### src/hw/rtl/dd_pkg.sv
// types, constants and calendar tables for the date difference block
// no dependencies; used by every module of the block
package dd_pkg;

  localparam int unsigned YEAR_W = 14;
  localparam int unsigned JD_W   = 24;
  localparam int unsigned DIFF_W = 22;

  localparam logic [YEAR_W-1:0] SWITCH_YEAR_RESET = 14'd1582;
  localparam logic [DIFF_W-1:0] DIFF_MAX          = 22'd4194303;

  // floor(x / 100) for x below 16384 as (x * 5243) >> 19
  localparam int unsigned DIV100_MUL   = 5243;
  localparam int unsigned DIV100_SHIFT = 19;

  // floor(365.25 * x) as (1461 * x) >> 2, x = year + 4716
  localparam int unsigned DAYS_PER_4Y = 1461;
  localparam int unsigned YEAR_BIAS   = 4716;

  // one converted date: validity and julian day number
  typedef struct packed {
    logic            ok;
    logic [JD_W-1:0] jd;
  } dd_date_t;

  // days in a month of a common year
  function automatic logic [4:0] month_days(input logic [3:0] month);
    logic [4:0] len;
    case (month)
      4'd2:                     len = 5'd28;
      4'd4, 4'd6, 4'd9, 4'd11:  len = 5'd30;
      default:                  len = 5'd31;
    endcase
    return len;
  endfunction

  // floor(30.6001 * (m + 1)); january and february count as months 13 and 14
  function automatic logic [8:0] month_offset(input logic [3:0] month);
    logic [8:0] ofs;
    case (month)
      4'd1:    ofs = 9'd428;
      4'd2:    ofs = 9'd459;
      4'd3:    ofs = 9'd122;
      4'd4:    ofs = 9'd153;
      4'd5:    ofs = 9'd183;
      4'd6:    ofs = 9'd214;
      4'd7:    ofs = 9'd244;
      4'd8:    ofs = 9'd275;
      4'd9:    ofs = 9'd306;
      4'd10:   ofs = 9'd336;
      4'd11:   ofs = 9'd367;
      4'd12:   ofs = 9'd397;
      default: ofs = 9'd0;
    endcase
    return ofs;
  endfunction

endpackage

### src/hw/rtl/dd_date_conv.sv
// checks one calendar date and converts it to a julian day number, registered
// depends on dd_pkg
module dd_date_conv (
  input  logic                        clk,
  input  logic [4:0]                  day,
  input  logic [3:0]                  month,
  input  logic [dd_pkg::YEAR_W-1:0]   year,
  input  logic [dd_pkg::YEAR_W-1:0]   switch_year,
  output dd_pkg::dd_date_t            date_r
);

  logic                          greg;
  logic                          adj;
  logic                          y_neg;
  logic [26:0]                   yq_prod;
  logic [7:0]                    yq;
  logic [14:0]                   yq_x100;
  logic                          century;
  logic                          leap;
  logic [4:0]                    mlen;
  logic                          ok;
  logic [dd_pkg::YEAR_W-1:0]     ya;
  logic [26:0]                   ya_prod;
  logic [7:0]                    cent;
  logic signed [9:0]             corr;
  logic [14:0]                   yb;
  logic [25:0]                   yb_prod;
  logic [dd_pkg::JD_W-1:0]       jd;
  dd_pkg::dd_date_t              date_nxt;

  // leap year test on the year as given
  always_comb begin
    greg    = (year >= switch_year);
    yq_prod = 27'(year) * 27'(dd_pkg::DIV100_MUL);
    yq      = yq_prod[26:dd_pkg::DIV100_SHIFT];
    yq_x100 = 15'(yq) * 15'd100;
    century = (yq_x100 == {1'b0, year});
    leap    = (year[1:0] == 2'd0) && !(greg && century && (yq[1:0] != 2'd0));
  end

  // range check of month and day
  always_comb begin
    mlen = dd_pkg::month_days(month);
    if (month == 4'd2 && leap) begin
      mlen = 5'd29;
    end
    ok = (month inside {[4'd1:4'd12]}) && (day != 5'd0) && (day <= mlen);
  end

  // day number; january and february belong to the year before
  always_comb begin
    adj     = (month == 4'd1) || (month == 4'd2);
    y_neg   = adj && (year == '0);
    ya      = year - dd_pkg::YEAR_W'(adj);
    ya_prod = 27'(ya) * 27'(dd_pkg::DIV100_MUL);
    cent    = ya_prod[26:dd_pkg::DIV100_SHIFT];
    // gregorian correction 2 - a + a/4, a = -1 gives 2
    if (y_neg) begin
      corr = 10'sd2;
    end else begin
      corr = 10'sd2 - $signed({2'b00, cent}) + $signed({4'b0000, cent[7:2]});
    end
    yb      = 15'(year) + 15'(dd_pkg::YEAR_BIAS) - 15'(adj);
    yb_prod = 26'(yb) * 26'(dd_pkg::DAYS_PER_4Y);
    jd      = yb_prod[25:2]
            + dd_pkg::JD_W'(dd_pkg::month_offset(month))
            + dd_pkg::JD_W'(day);
    if (greg) begin
      jd = jd + {{(dd_pkg::JD_W-10){corr[9]}}, corr};
    end
    date_nxt.ok = ok;
    date_nxt.jd = jd;
  end

  // stage register
  always_ff @(posedge clk) begin
    date_r <= date_nxt;
  end

endmodule

### src/hw/rtl/dd_diff.sv
// subtracts two day numbers, takes the magnitude and saturates; result register
// depends on dd_pkg
module dd_diff (
  input  logic                        clk,
  input  logic                        rst_n,
  input  logic                        s1_valid,
  input  dd_pkg::dd_date_t            first_date,
  input  dd_pkg::dd_date_t            second_date,
  output logic                        out_valid,
  output logic                        out_both_valid,
  output logic [dd_pkg::DIFF_W-1:0]   out_day_difference
);

  logic signed [dd_pkg::JD_W:0]  diff;
  logic [dd_pkg::JD_W:0]         mag;
  logic                          both_ok;
  logic                          out_valid_r;
  logic                          both_valid_r;
  logic [dd_pkg::DIFF_W-1:0]     day_diff_r;
  logic                          both_valid_nxt;
  logic [dd_pkg::DIFF_W-1:0]     day_diff_nxt;

  // magnitude of the difference, clamped to the field; zero if either date is invalid
  always_comb begin
    both_ok = first_date.ok && second_date.ok;
    diff    = $signed({1'b0, first_date.jd}) - $signed({1'b0, second_date.jd});
    mag     = diff[dd_pkg::JD_W] ? (~diff + 1'b1) : diff;
    if (!both_ok) begin
      day_diff_nxt = '0;
    end else if (mag > (dd_pkg::JD_W+1)'(dd_pkg::DIFF_MAX)) begin
      day_diff_nxt = dd_pkg::DIFF_MAX;
    end else begin
      day_diff_nxt = mag[dd_pkg::DIFF_W-1:0];
    end
    both_valid_nxt = both_ok;
  end

  // result strobe
  always_ff @(posedge clk) begin
    if (!rst_n) begin
      out_valid_r <= 1'b0;
    end else begin
      out_valid_r <= s1_valid;
    end
  end

  // result word
  always_ff @(posedge clk) begin
    both_valid_r <= both_valid_nxt;
    day_diff_r   <= day_diff_nxt;
  end

  assign out_valid          = out_valid_r;
  assign out_both_valid     = both_valid_r;
  assign out_day_difference = day_diff_r;

endmodule

### src/hw/rtl/date_difference_in_days.sv
// top level of the date difference block: input register, two date converters,
// difference stage and the switch year register; depends on dd_pkg
//
// Usage
//   Input: a pair of dates is taken at a rising edge with start high and busy
//   low. busy is high only during reset and in the first cycle after it;
//   afterwards a new word can be started every cycle.
//   Result: out_valid is high for exactly one cycle per accepted word, with
//   out_both_valid and out_day_difference beside it. The receiver cannot
//   stall; results must be taken when shown.
//   Pipeline: a word passes the input, day number and result registers in
//   that order; the strobe comes out with the result.
//   Throughput is one word per cycle, set by the three-stage pipeline.
//   Configuration: cfg_calendar_switch_year is written at an edge with
//   cfg_valid and cfg_ready high; cfg_ready follows busy inverted. Write it
//   only with no word in flight.
//   Reset: synchronous, active low; clears the pipeline strobes and sets the
//   switch year to 1582.
module date_difference_in_days (
  input  logic                        clk,
  input  logic                        rst_n,
  input  logic                        start,
  output logic                        busy,
  input  logic [4:0]                  in_first_day,
  input  logic [3:0]                  in_first_month,
  input  logic [dd_pkg::YEAR_W-1:0]   in_first_year,
  input  logic [4:0]                  in_second_day,
  input  logic [3:0]                  in_second_month,
  input  logic [dd_pkg::YEAR_W-1:0]   in_second_year,
  output logic                        out_valid,
  output logic                        out_both_valid,
  output logic [dd_pkg::DIFF_W-1:0]   out_day_difference,
  input  logic                        cfg_valid,
  output logic                        cfg_ready,
  input  logic [dd_pkg::YEAR_W-1:0]   cfg_calendar_switch_year
);

  logic                          run_r;
  logic [dd_pkg::YEAR_W-1:0]     switch_year_r;
  logic                          v0_r;
  logic                          v1_r;
  logic [4:0]                    d1_r;
  logic [3:0]                    m1_r;
  logic [dd_pkg::YEAR_W-1:0]     y1_r;
  logic [4:0]                    d2_r;
  logic [3:0]                    m2_r;
  logic [dd_pkg::YEAR_W-1:0]     y2_r;
  logic                          in_fire;
  dd_pkg::dd_date_t              first_date;
  dd_pkg::dd_date_t              second_date;

  assign in_fire   = start && !busy;
  assign busy      = !(run_r && rst_n);
  assign cfg_ready = run_r && rst_n;

  // run flag and switch year register
  always_ff @(posedge clk) begin
    if (!rst_n) begin
      run_r         <= 1'b0;
      switch_year_r <= dd_pkg::SWITCH_YEAR_RESET;
    end else begin
      run_r <= 1'b1;
      if (cfg_valid && cfg_ready) begin
        switch_year_r <= cfg_calendar_switch_year;
      end
    end
  end

  // pipeline strobes
  always_ff @(posedge clk) begin
    if (!rst_n) begin
      v0_r <= 1'b0;
      v1_r <= 1'b0;
    end else begin
      v0_r <= in_fire;
      v1_r <= v0_r;
    end
  end

  // input register
  always_ff @(posedge clk) begin
    d1_r <= in_first_day;
    m1_r <= in_first_month;
    y1_r <= in_first_year;
    d2_r <= in_second_day;
    m2_r <= in_second_month;
    y2_r <= in_second_year;
  end

  dd_date_conv u_conv_first (
    .clk         (clk),
    .day         (d1_r),
    .month       (m1_r),
    .year        (y1_r),
    .switch_year (switch_year_r),
    .date_r      (first_date)
  );

  dd_date_conv u_conv_second (
    .clk         (clk),
    .day         (d2_r),
    .month       (m2_r),
    .year        (y2_r),
    .switch_year (switch_year_r),
    .date_r      (second_date)
  );

  dd_diff u_diff (
    .clk                (clk),
    .rst_n              (rst_n),
    .s1_valid           (v1_r),
    .first_date         (first_date),
    .second_date        (second_date),
    .out_valid          (out_valid),
    .out_both_valid     (out_both_valid),
    .out_day_difference (out_day_difference)
  );

endmodule

### config.mk
export PLATFORM = sky130hd
export DESIGN_NAME = date_difference_in_days
export DESIGN_NICKNAME = d
export VERILOG_FILES = /design/src/hw/rtl/dd_pkg.sv /design/src/hw/rtl/dd_date_conv.sv /design/src/hw/rtl/dd_diff.sv /design/src/hw/rtl/date_difference_in_days.sv
export SDC_FILE = /design/constraint.sdc
export NUM_CORES = 2
export LEC_CHECK = 0
export BUFFER_PORTS_ARGS = -buffer_cell sky130_fd_sc_hd__buf_2
export CORE_MARGIN = 1.5
export CORE_UTILIZATION = 45
export DETAILED_ROUTE_END_ITERATION = 6
export PLACE_DENSITY = 0.65
export SYNTH_ARGS = -nofsm -noshare
export SYNTH_HDL_FRONTEND = slang
export SYNTH_HIERARCHICAL = 1
export SYNTH_SLANG_ARGS = --single-unit
### constraint.sdc
create_clock -name clk -period 29 [get_ports clk]
set_input_delay 0 -clock clk [delete_from_list [all_inputs] [get_ports clk]]
set_output_delay 0 -clock clk [all_outputs]
set_load 0.01 [all_outputs]
### Yosys cells after proc, flatten, opt, wreduce, memory -nomap -nowiden

Memory sizes are Yosys's and may differ from the RTL's. A register that Yosys moved wholly into a read port is not among the register bits.
Cells that the tools add are included.

| storage, ports and cells | value |
|---|---|
| register bits after elaboration | 137 |
| memories | 2 |
| logic and storage cells | 115 |
| output and inout port bits | 26 |
| bits in read-only memories | 288 |
| bits of input ports | 64 |

Memories:

| name | depth | bits a word | read ports | clocked after memory_dff | write ports | RTL line | source |
|---|---|---|---|---|---|---|---|
| (no name shown) | 16 | 9 | 1 | 1 | 0 | dd_pkg.sv:40 | `case (month)` |
| (no name shown) | 16 | 9 | 1 | 1 | 0 | dd_pkg.sv:40 |  |

| cells by class | value |
|---|---|
| muxes and demuxes | 11 |
| bitwise gates (word level) | 1 |
| multiply operators | 8 |
| equality and inequality tests | 14 |
| add/subtract/negate cells | 18 |
| $lt $le $gt $ge | 9 |
| reduce and logical (&&, ||, !) cells | 35 |

Operators by type and width:

| cell | number |
|---|---|
| multiplier 14 x 13 -> 27 bit, second input constant | 4 |
| multiplier 15 x 11 -> 26 bit, second input constant | 2 |
| adder 24 bit | 2 |
| adder 24 x 5 -> 24 bit | 2 |
| adder 24 x 9 -> 24 bit | 2 |
| 2-to-1 mux 24 bit | 2 |
| adder 14 x 13 -> 15 bit, second input constant | 2 |
| == test 15 x 14 -> 1 bit | 2 |
| subtractor 15 x 1 -> 15 bit | 2 |
| greater-or-equal comparator 14 bit | 2 |
| logical NOT 14 bit | 2 |
| subtractor 14 x 1 -> 14 bit | 2 |
| multiplier 8 x 5 -> 13 bit, second input constant | 2 |
| adder 25 x 1 -> 25 bit, second input constant | 1 |
| greater-than comparator 25 x 22 -> 1 bit, second input constant | 1 |
| 2-to-1 mux 25 bit | 1 |
| inverter 25 bit | 1 |
| subtractor 24 x 24 -> 25 bit | 1 |
| 2-to-1 mux 22 bit | 1 |
| adder 10 x 7 -> 10 bit | 2 |
| logical AND 1 bit | 20 |
| 2-to-1 mux 10 bit | 2 |
| subtractor 2 x 8 -> 9 bit, first input constant | 2 |
| == test 4 x 3 -> 1 bit, second input constant | 4 |
| 15 further kinds | 32 |

### Longest topological paths before layout

| logic depth | value |
|---|---|
| depth in word-level cells | 11 |
| mapped depth | 54 |
| mapped depth without buffers | 53 |

### Hierarchy

The synthesis kept the hierarchy.

By module, submodules not included:

| module | area each (um2) | instances | cells an instance | sequential area each (um2) |
|---|---|---|---|---|
| dd_date_conv (u_conv_second) | 15795.1 | 1 | 1788 | 500.5 |
| dd_date_conv (u_conv_first) | 15572.4 | 1 | 1741 | 500.5 |
| dd_diff | 2895.3 | 1 | 367 | 480.5 |
| date_difference_in_days | 1605.3 | 1 | 117 | 1261.2 |

### Worst setup path before layout

No wires, ideal clock.

| timing | value |
|---|---|
| path kind | register -> register |
| start | register m2_r[0] |
| end | register u_conv_second/date_r[19] (netlist bit) |
| library setup time | 0.122 ns |
| setup slack | 19.134 ns |
| cell stages (with the launch flop) | 50 |
| path buffers | 1 |
| period minus slack after synthesis | 9.866 ns |
| data arrival time | 9.744 ns |
| path through | dfxtp_1 -> inv_1 -> ha_1 -> o21ai_0 -> inv_1 -> ha_1 -> inv_1 -> a21boi_0 -> nand3_1 -> nor2_1 -> nand3_1 -> xnor2_1 -> inv_1 -> fa_1 -> inv_1 -> ha_1 -> fa_1 -> fa_1 -> [14 not listed] -> nand2b_1 -> a21o_1 -> nand2_1 -> and3_1 -> nor3_1 -> ha_1 -> o41ai_1 -> nor2b_1 -> o21ai_0 -> nand2b_1 -> clkbuf_1 -> and3_1 -> a31oi_1 -> nor4_1 -> mux2i_1 -> o211ai_2 -> mux2i_1 -> a311o_1 |

| on the way | value |
|---|---|
| cells in the longest elaborated chain, start to end | 9 |

Ends and longest elaborated chain:

| item | RTL line | source |
|---|---|---|
| start: declaration | date_difference_in_days.sv:46 | `logic [3:0] m2_r;` |
| start signal: assignment | date_difference_in_days.sv:86 | `m2_r <= in_second_month;` |
| == test 4 x 1 -> 1 bit or == test 4 x 2 -> 1 bit (tied branches) | dd_date_conv.sv:52 | `adj = (month == 4'd1) \|\| (month == 4'd2);` |
| logical OR 1 bit (*) | dd_date_conv.sv:52 |  |
| branches (longest 6 deep; another with multiplier 15 x 11 -> 26 bit) | - |  |
| 2-to-1 mux 24 bit (*) | dd_date_conv.sv:68 | `if (greg) begin` |
| via u_conv_second.jd, one bit | dd_date_conv.sv:28 | `logic [dd_pkg::JD_W-1:0] jd;` |
| end signal: assignment | dd_date_conv.sv:77 | `date_r <= date_nxt;` |
| end: declaration | dd_date_conv.sv:9 | `output dd_pkg::dd_date_t date_r` |

Mark *: on every way through the listed nets, which the timed path passes.
A chain may end at the register's enable or synchronous reset.

### Worst setup path in the final report

| timing | value |
|---|---|
| start | register m2_r[2] |
| end | register u_conv_second/date_r[23] (netlist bit) |

Same word-level chain as after synthesis.

==> impl_results.md <==
* Max_cap viols at 0
* Adder-cell share of the synthesized area at 0.494
* N_diodes at 0
* Overall routing resource usage at 0.211
* Dpl cell area at about 0.037 mm^2
* DR vias/cell at ~5.2
* Vias in the first global route at between 20k and 30k
* Gpl congestion at roughly 0.89
* Worst Path Max Fanout at 21
* Largest family of logic cells by synthesized area: adder cells
* Max Fclk at roughly 86 MHz
* I/O pin count at 90
* RSZ-0062 raised after global routing: no
* Slowest-stage cell, CP: o21ai_2
* Period utilization at 0.402
* DRT antenna net count at 0
* Worst slew margin at 0.234
* Synthesized area per cell at between 8 and 9 um^2
* Clock Latency Late Sink at ~500 ps
* Top-count cell post-synth: inv_1
* Gr ovfl total at 0
* Clock buffer count from CTS at 17
* Post-Syn Area at around 0.036 mm^2
* Clock Path Buffers at 2
* R2R cell count at 44
* Worst min-delay path startpoint: in_second_year[13]
* Wire length per cell at 15.9 um
* Setup crit start kind: flop
* Share of cells above drive strength 1 at 0.0648
* CTS tree: built
* Hold path endpoint: y2_r[13]$_DFF_P_
* Clk slew on worst S/H paths at 80 ps
* CTS resizes at 0
* Max Transition Viols Final at 0
* Die Ht at roughly 290 um
* Post-route cell area at 0.0390 mm^2
* DRC Markers at 0
* Hold violation count in the final report at 0
* XOR/XNOR Fraction of Synth Area at 0.0771
* Crit path largest cell delay at around 700 ps
* Commonest cells post-synth: inv_1 (844), ha_1 (801), fa_1 (385), xnor2_1 (205), a21oi_1 (202)
* # H-tree levels at 4
* Initial Util at 0.454
* DRT iter0 DRCs at ~1.5k
* Core Area at just under 0.08 mm^2
* Worst Setup Slack, final at around 17,000 ps
* Post-route minimum period at 11,650 ps
* Initial DRT Pass Iterations at 5
* Nets at 5,419
* Yosys top cell by area: ha_1
* Post-CTS Hold Buffers at 90
* Clock root buffer: clkbuf_16
* Synth Register Bits at around 140
* Post-CTS Repair Setup Buffers at 0
* Yosys warns at 6
* Top cell type's share of synthesized area at 0.279
* Post-synthesis mux area share at 0.00886
* Setup WS pre-CTS at between 15,000 and 20,000 ps
* Flop-to-flop setup slack at approximately 17,000 ps
* Seq/Total Area, Yosys at 0.0765
* HPWL Detailed at between 70,000 and 80,000 um
* Worst-margin pin slew at 1150 ps
* First-pass GRT wire length at 139,000 um
* Fin Clk Skew at 18.3 ps
* Outcome: completed
* Crit Path Category: reg2reg
* Hold depth at 2
* FF-to-FF Start: m2_r[2]$_DFF_P_
* Worst setup EP type: flop
* Via count at ~27k
* Async S/R FF share, synth at 0
* Setup violations, final at 0
* Post-synth EDFFs at 0
* Final WL at between 80,000 and 90,000 um
* Layout area overhead at 8.73%
* Fin Setup TNS at 0 ps
* Post-synthesis simple-gate area fraction at 0.104
* R2R Path End: u_conv_second/date_r[23]$_DFF_P_
* Largest net degree at the start of global routing at 40
* Synth area leaders: ha_1 (28%), fa_1 (21%), inv_1 (8.8%)
* Initial antenna violation count at 0
* Cell count after synthesis at 4,013
* Row Count at 103
* IO Port Bufs at 89
* Worst hold-check path type: in2reg
* Distinct cells, synth at around 120
* TritonCTS Sinks at between 100 and 150
* Most frequent CP cell: inv_1
* Post-synth top flop: dfxtp_1
* Req. time, crit path at 29,390 ps
* Die ar. at 0.0814 mm^2
* Syn_nets at 5,263
* Complex-gate fraction of the synthesized area at 0.142
* Die Wd at roughly 290 um
* Arrival time worst endpoint at 12,040 ps
-- through the flow --
stage | util | cells | hold slack, ps
after floorplan | - | 4013 | 27.7
final | 0.494 | 5232 | 135
after global placement | 0.474 | 5110 | 102
after detailed placement | 0.474 | 5110 | 104
after CTS | 0.494 | 5232 | 87.6
after global routing | 0.494 | 5232 | 109
-- registers in the layout, summed over array words and instances (netlist names) --
| signal | count |
|---|---|
| u_conv_first/date_r | 25 |
| run_r | 1 |
| y1_r | 14 |
| u_diff/out_day_difference | 22 |
| y2_r | 14 |
| m1_r | 4 |
| u_diff/out_valid | 1 |
| v0_r | 1 |
| d1_r | 5 |
| u_diff/out_both_valid | 1 |
| m2_r | 4 |
| u_conv_second/date_r | 25 |
| switch_year_r | 14 |
| d2_r | 5 |
| v1_r | 1 |
-- routing by layer --
layer  global-route usage  share of wire
met1                0.281           0.48
met2                0.361           0.47
met3               0.0252          0.031
met4               0.0520          0.019
met5                    0              0
-- worst max path at each step --
stage               cells past startpoint                          endpoint            start
detailed placement                     45  u_conv_second/date_r[23]$_DFF_P_  m2_r[0]$_DFF_P_
CTS                                    45  u_conv_second/date_r[23]$_DFF_P_  m2_r[0]$_DFF_P_
global placement                       44  u_conv_second/date_r[23]$_DFF_P_  m2_r[3]$_DFF_P_
global route                           44  u_conv_second/date_r[23]$_DFF_P_  m2_r[3]$_DFF_P_
floorplan                              49  u_conv_second/date_r[19]$_DFF_P_  m2_r[0]$_DFF_P_
finish                                 44  u_conv_second/date_r[23]$_DFF_P_  m2_r[2]$_DFF_P_
-- cells in the final DEF, fill, tap and decap left out, drive strengths merged, types with 27 or more instances in the layout --
cell	count
ha	801
o211ai	36
xnor2	209
nand4	46
a21o	76
and2	31
a211o	27
xor2	97
o21ai	124
o21a	31
a21oi	226
buf	103
fa	385
inv	852
nand2	163
nor3	67
a211oi	28
nand3	70
dlygate4sd3	90
dfxtp	137
nor2	164
nand2b	32
nor2b	28
-- logic make-up after synthesis --
group	Yosys count
adders and majority gates	1186
DFF	137
buffers and inverters	904
xor gates and xnor gates	307
and+or+nand+nor	723
muxes	28
AOI/OAI and AO/OA	728
-- critical path, delay by kind of cell, from the launching register on --
family / cells / cell delay, ps
AOI/OAI and AO/OA: 13 / 3300
xor gates and xnor gates: 2 / 650
adders and majority gates: 9 / 3660
buffers and inverters: 8 / 1040
DFF: 1 / 470
muxes: 1 / 140
and+or+nand+nor: 11 / 2300
-- area by class of cell --
cell class / instances / area, um^2
multi-input cells: 2972 / 29700
clock inverters: 15 / 206
fillers: 7448 / 40000
inverters: 848 / 3190
clock buffers: 17 / 425
flip-flops and latches: 137 / 2740
repair buffers: 193 / 1450
well taps: 1050 / 1310
Power is left out: the tool's default activity adds up to more than one toggle a clock period on the data nets, which glitch-free logic cannot reach.
